## src/sv/olist_pkg.sv

```systemverilog
// olist_pkg: shared constants, enums and structs for the ordered list engine
// no dependencies; imported by every module of the block except olist_ram
package olist_pkg;

    localparam int LIST_DEPTH  = 1024;
    localparam int ADDR_W      = $clog2(LIST_DEPTH);
    localparam int CNT_W       = $clog2(LIST_DEPTH + 1);
    localparam int DATA_W      = 32;
    localparam int POS_W       = 11;
    localparam int IDX_W       = 10;
    localparam int FILL_W      = 11;
    localparam int CMP_W       = ((CNT_W > POS_W) ? CNT_W : POS_W) + 1;
    localparam int QUEUE_DEPTH = 2;
    localparam int QPTR_W      = $clog2(QUEUE_DEPTH);
    localparam int QCNT_W      = $clog2(QUEUE_DEPTH + 1);

    typedef enum logic [1:0] {
        OP_INSERT = 2'd0,
        OP_FIND   = 2'd1,
        OP_ALTER  = 2'd2,
        OP_POP    = 2'd3
    } t_op;

    typedef enum logic [1:0] {
        ST_OK    = 2'd0,
        ST_MISS  = 2'd1,
        ST_FULL  = 2'd2,
        ST_EMPTY = 2'd3
    } t_status;

    typedef enum logic [1:0] {
        S_IDLE,
        S_SHIFT,
        S_SEARCH,
        S_POP
    } t_state;

    typedef struct packed {
        t_op                      op;
        logic                     pos_zero;
        logic [POS_W-1:0]         position;
        logic [POS_W-1:0]         ins_addr;
        logic signed [DATA_W-1:0] value;
        logic signed [DATA_W-1:0] new_value;
    } t_cmd;

    typedef struct packed {
        t_status                  status;
        logic [IDX_W-1:0]         found_index;
        logic signed [DATA_W-1:0] data_out;
        logic [FILL_W-1:0]        fill_count;
    } t_result;

endpackage

```

## src/sv/olist_front.sv

```systemverilog
// olist_front: accepts request beats, decodes them into commands and queues them
// depends on olist_pkg
module olist_front
    import olist_pkg::*;
(
    input  logic                     i_clk,
    input  logic                     i_rst_n,
    input  logic                     i_valid,
    output logic                     o_ready,
    input  logic [1:0]               i_req_type,
    input  logic [POS_W-1:0]         i_position,
    input  logic signed [DATA_W-1:0] i_value,
    input  logic signed [DATA_W-1:0] i_new_value,
    output t_cmd                     o_cmd,
    output logic                     o_cmd_valid,
    input  logic                     i_cmd_pop
);

    t_cmd              r_q [QUEUE_DEPTH];
    logic [QPTR_W-1:0] r_wr_ptr;
    logic [QPTR_W-1:0] r_rd_ptr;
    logic [QCNT_W-1:0] r_qcnt;
    t_cmd              cmd_in;
    logic              push;
    logic              pop;

    // decode the request
    always_comb begin
        cmd_in.op        = t_op'(i_req_type);
        cmd_in.pos_zero  = (i_position == '0);
        cmd_in.position  = i_position;
        cmd_in.ins_addr  = i_position - 1'b1;
        cmd_in.value     = i_value;
        cmd_in.new_value = i_new_value;
    end

    assign o_ready     = (r_qcnt != QCNT_W'(QUEUE_DEPTH));
    assign o_cmd_valid = (r_qcnt != '0);
    assign o_cmd       = r_q[r_rd_ptr];
    assign push        = i_valid && o_ready;
    assign pop         = i_cmd_pop && o_cmd_valid;

    always_ff @(posedge i_clk) begin
        if (!i_rst_n) begin
            r_wr_ptr <= '0;
            r_rd_ptr <= '0;
            r_qcnt   <= '0;
        end else begin
            if (push) begin
                r_wr_ptr <= r_wr_ptr + 1'b1;
            end
            if (pop) begin
                r_rd_ptr <= r_rd_ptr + 1'b1;
            end
            if (push && !pop) begin
                r_qcnt <= r_qcnt + 1'b1;
            end else if (pop && !push) begin
                r_qcnt <= r_qcnt - 1'b1;
            end
        end
    end

    always_ff @(posedge i_clk) begin
        if (push) begin
            r_q[r_wr_ptr] <= cmd_in;
        end
    end

endmodule

```

## config.mk

```make
export PLATFORM = sky130hd
export DESIGN_NAME = olist_front
export DESIGN_NICKNAME = d
export VERILOG_FILES = /design/src/sv/olist_pkg.sv /design/src/sv/olist_front.sv
export SDC_FILE = /design/constraint.sdc
export NUM_CORES = 1
export LEC_CHECK = 0
export BUFFER_PORTS_ARGS = -buffer_cell sky130_fd_sc_hd__buf_4
export CORE_MARGIN = 3
export CORE_UTILIZATION = 45
export DETAILED_ROUTE_END_ITERATION = 8
export GPL_TIMING_DRIVEN = 0
export PLACE_DENSITY = 0.69
export SETUP_SLACK_MARGIN = 0.2
export SLEW_MARGIN = 10
export SYNTH_ARGS = -nofsm -noshare
export SYNTH_HDL_FRONTEND = slang
export SYNTH_SLANG_ARGS = --single-unit
```

## constraint.sdc

```tcl
create_clock -name i_clk -period 3.74 [get_ports i_clk]
set_input_delay 0.187 -clock i_clk [delete_from_list [all_inputs] [get_ports i_clk]]
set_output_delay 0.187 -clock i_clk [all_outputs]
set_load 0.05 [all_outputs]
```

==> summary.md <==
| Metric | Value |
|---|---|
| Crit Path Max Fanout | `10` |
| Total track usage | `between 15 and 20%` |
| Critical Path Source Type | `register` |
| Vias in the first global route | `a little over 4,000` |
| Congestion Overflow GR | `0` |
| First-pass GRT wire length | `around 21,000 um` |
| Synth top area share | `between 70 and 80%` |
| Crit path time final | `between 2 and 2.5 ns` |
| Adder-cell share of the synthesized area | `less than 1%` |
| Worst hold slack | `between 0.05 and 0.06 ns` |
| Setup CP Type | `register to output pin` |
| Leak | `roughly 0.0037 uW` |
| Synthesized flop and latch total | `approximately 180` |
| Met3 GRT Util | `between 6 and 7%` |
| Die Ht | `129 um` |
| Hold Vio Cnt, Final | `0` |
| Synth Warn # | `0` |
| Worst r2r path cells | `3` |
| Synth unique cells | `28` |
| Largest family of logic cells by synthesized area | `multiplexers` |
| Reg-to-reg endpoint | `r_q[1][36]` |
| Gr busiest metal | `met2` |
| CTS Buffer Depth | `2` |
| Area after DPL | `about 8400 um2` |
| ANT nets after route | `0` |
| Tcrit/Tclk final | `56.9%` |
| Pwr/cell area | `about 710 nW/um2` |
| Clock Sinks | `183` |
| Post-cts sizing count | `0` |
| Clock Skew | `about 0.0074 ns` |
| Complex-gate fraction of the synthesized area | `0.438%` |
| Arrival time worst endpoint | `1.94 ns` |
| Skew-Pair Late Insertion Delay | `0.42 ns` |
| Setup WS pre-CTS | `1.82 ns` |
| Fmax | `roughly 470 MHz` |
| Synth Area in XOR/XNOR | `under 10%` |
| Final HPWL DP | `around 8500 um` |
| H-tree depth | `4` |
| # Post-CTS Setup Buffers | `0` |
| Biggest area consumer among synthesized cells | `edfxtp_1` |
| CTS tree | `built` |
| Post-synth EDFFs | `between 150 and 200` |
| Inserted Diodes | `0` |
| Syn_area_per_cell | `just over 20 um2` |
| Sequential-to-total area share from yosys stat | `79.4%` |
| VDD IR max | `around 0.55 mV` |
| Endpoints failing setup | `0` |
| Largest net degree at the start of global routing | `56` |
| # IOs | `between 150 and 200` |
| Post-route DRC | `0` |
| Per-cell routed wire length | `between 15 and 20 um` |
| CTS clock-pin slew for the worst setup and hold paths | `approximately 0.06 ns` |
| Initial antenna violation count | `0` |
| Mapped Nets | `415` |
| Cell Area, Synth | `6860 um2` |
| CTS buffer count | `17` |
| Initial Utilization | `between 40% and 50%` |
| I/O Buffers | `approximately 170` |
| Multiplexer share of the synthesized area | `roughly 15%` |
| Flop2flop setup slack | `approximately 1.9 ns` |
| Ys flop type | `edfxtp_1` |
| Post-synthesis simple-gate area fraction | `2.35%` |
| Die X | `between 100 and 150 um` |
| WHS Endpoint | `r_rd_ptr` |
| Worst-Margin Slew | `~0.61 ns` |
| Grt met1 use | `about a fifth` |
| Clock Tree Root | `clkbuf_16` |
| Final worst slack | `roughly 1.6 ns` |
| Maximum Capacitance Violations | `0` |
| RSZ-0062 raised after global routing | `no` |
| DRT iter0 DRCs | `between 200 and 250` |
| CTS hold repair buffers | `just under 80` |
| Nets | `684` |
| Area Overhead vs Synth | `42.5%` |
| Status | `finished, final reports clean` |
| Placeable Area | `approximately 15,000 um2` |
| Ratio of cells with drive above 1 in the final layout | `50.1%` |
| Top post-synthesis cells by area | `edfxtp_1, mux2_2, dfxtp_1` |
| Slew Viols, Final | `0` |
| First-pass detailed-route iteration total | `4` |
| Hold wc startpoint | `i_rst_n` |
| Worst Setup End Kind | `output pin` |
| R2r startpoint | `r_qcnt[0]` |
| Slew margin rel. | `approximately 59%` |
| Die ar. | `16,800 um2` |
| Row cnt | `44` |
| Worst EP required | `3.55 ns` |
| Grt met2 use | `27.3%` |
| Drt via density | `a little under 5` |
| Final instance area | `slightly below 10,000 um2` |
| Worst min-delay path class | `primary input to register` |
| Hold Path Stages | `3` |
| Final WL | `13,800 um` |
| Vias | `around 3,900` |
| Gpl congestion | `between 0.7 and 0.8` |
| Asr flop ratio synth | `0%` |
| Post-Syn Instances | `331` |
==> state kept, by name, indices dropped and copies added, names as in the netlist, named ones only <==
register,flops
r_q,178
r_qcnt,2
r_rd_ptr,1
r_wr_ptr,1
==> critical path: stages, from the launching register on <==
cell and delay (ns):
dfxtp_1 0.30, buf_2 0.24, buf_6 0.20, buf_4 0.21
mux2_2 0.37, buf_4 0.19
==> cells in the final DEF (no fill, tap or decap), drive strengths merged <==
master	count
nor4	3
nand2b	3
nand2	3
dfxtp	5
o21ai	2
or3	1
ha	3
bufinv	1
edfxtp	178
clkinvlp	2
nand3b	1
and3	1
xor2	9
and4bb	1
buf	183
nand3	1
and2	1
a21oi	2
nor3b	1
mux2	89
inv	5
clkinv	4
dlygate4sd3	77
clkbuf	25
nor2	6
a21bo	1
nor3	1
or2	1
xnor2	3
==> through the flow <==
stage / total power, uW / util [%] / cells / setup TNS [ns]
after floorplan: 4490 / - / 331 / 0
after global placement: 5220 / 57.0 / 686 / -9.56
after detailed placement: 5250 / 57.4 / 688 / 0
after CTS: 7020 / 66.5 / 797 / 0
after global routing: 7230 / 66.5 / 797 / 0
final: 6960 / 66.5 / 797 / 0
==> power by group <==
part	internal, uW	switching [uW]	total (uW)
Sequential	2560	60.7	2620
Clock	989	707	1700
Combinational	904	1740	2640
==> cell families (layout without fill, tap and decap cells) <==
group	Yosys count	count (layout)
DFF	183	183
muxes	89	89
and+or+nand+nor	24	24
buffers and inverters	15	297
xor gates and xnor gates	12	12
AOI/OAI and AO/OA	5	5
adders and majority gates	3	3
==> layer usage <==
layer	share of wire [%]	wire, um	up-vias
li1	-	-	1834
met1	42	5750	1874
met2	49	6730	130
met3	7.2	989	24
met4	2.0	277	0
met5	0	0	-
==> synthesized netlist by cell type, types with 3 or more instances <==
cell type and count:
nor2_1 6, xnor2_1 3, xor2_1 9, inv_1 5
edfxtp_1 178, ha_1 3, mux2_2 89, dfxtp_1 5
buf_2 8, nand2_1 3
==> worst max-delay path by stage <==
| stage | startpoint | slack (ns) | to |
|---|---|---|---|
| global placement | r_qcnt[0] | -0.11 | r_q[0][34] |
| floorplan | r_qcnt[0] | 0.51 | r_q[0][0] |
| detailed placement | r_qcnt[0] | 1.82 | r_q[1][34] |
| global route | register | 1.46 | o_cmd[84] |
| CTS | register | 1.54 | o_cmd[84] |
| finish | register | 1.61 | o_cmd[84] |
==> area by class of cell <==
cell class / count / area [um2]
flip-flops and latches: 183 / 5450
well taps: 184 / 230
plain buffers: 10 / 58.8
clock inverters: 7 / 72.6
multi-input cells: 133 / 1340
repair buffers: 250 / 2110
inverters: 5 / 21.3
fillers: 1030 / 4920
clock buffers: 25 / 495
Power figures use the tool's default switching activity.
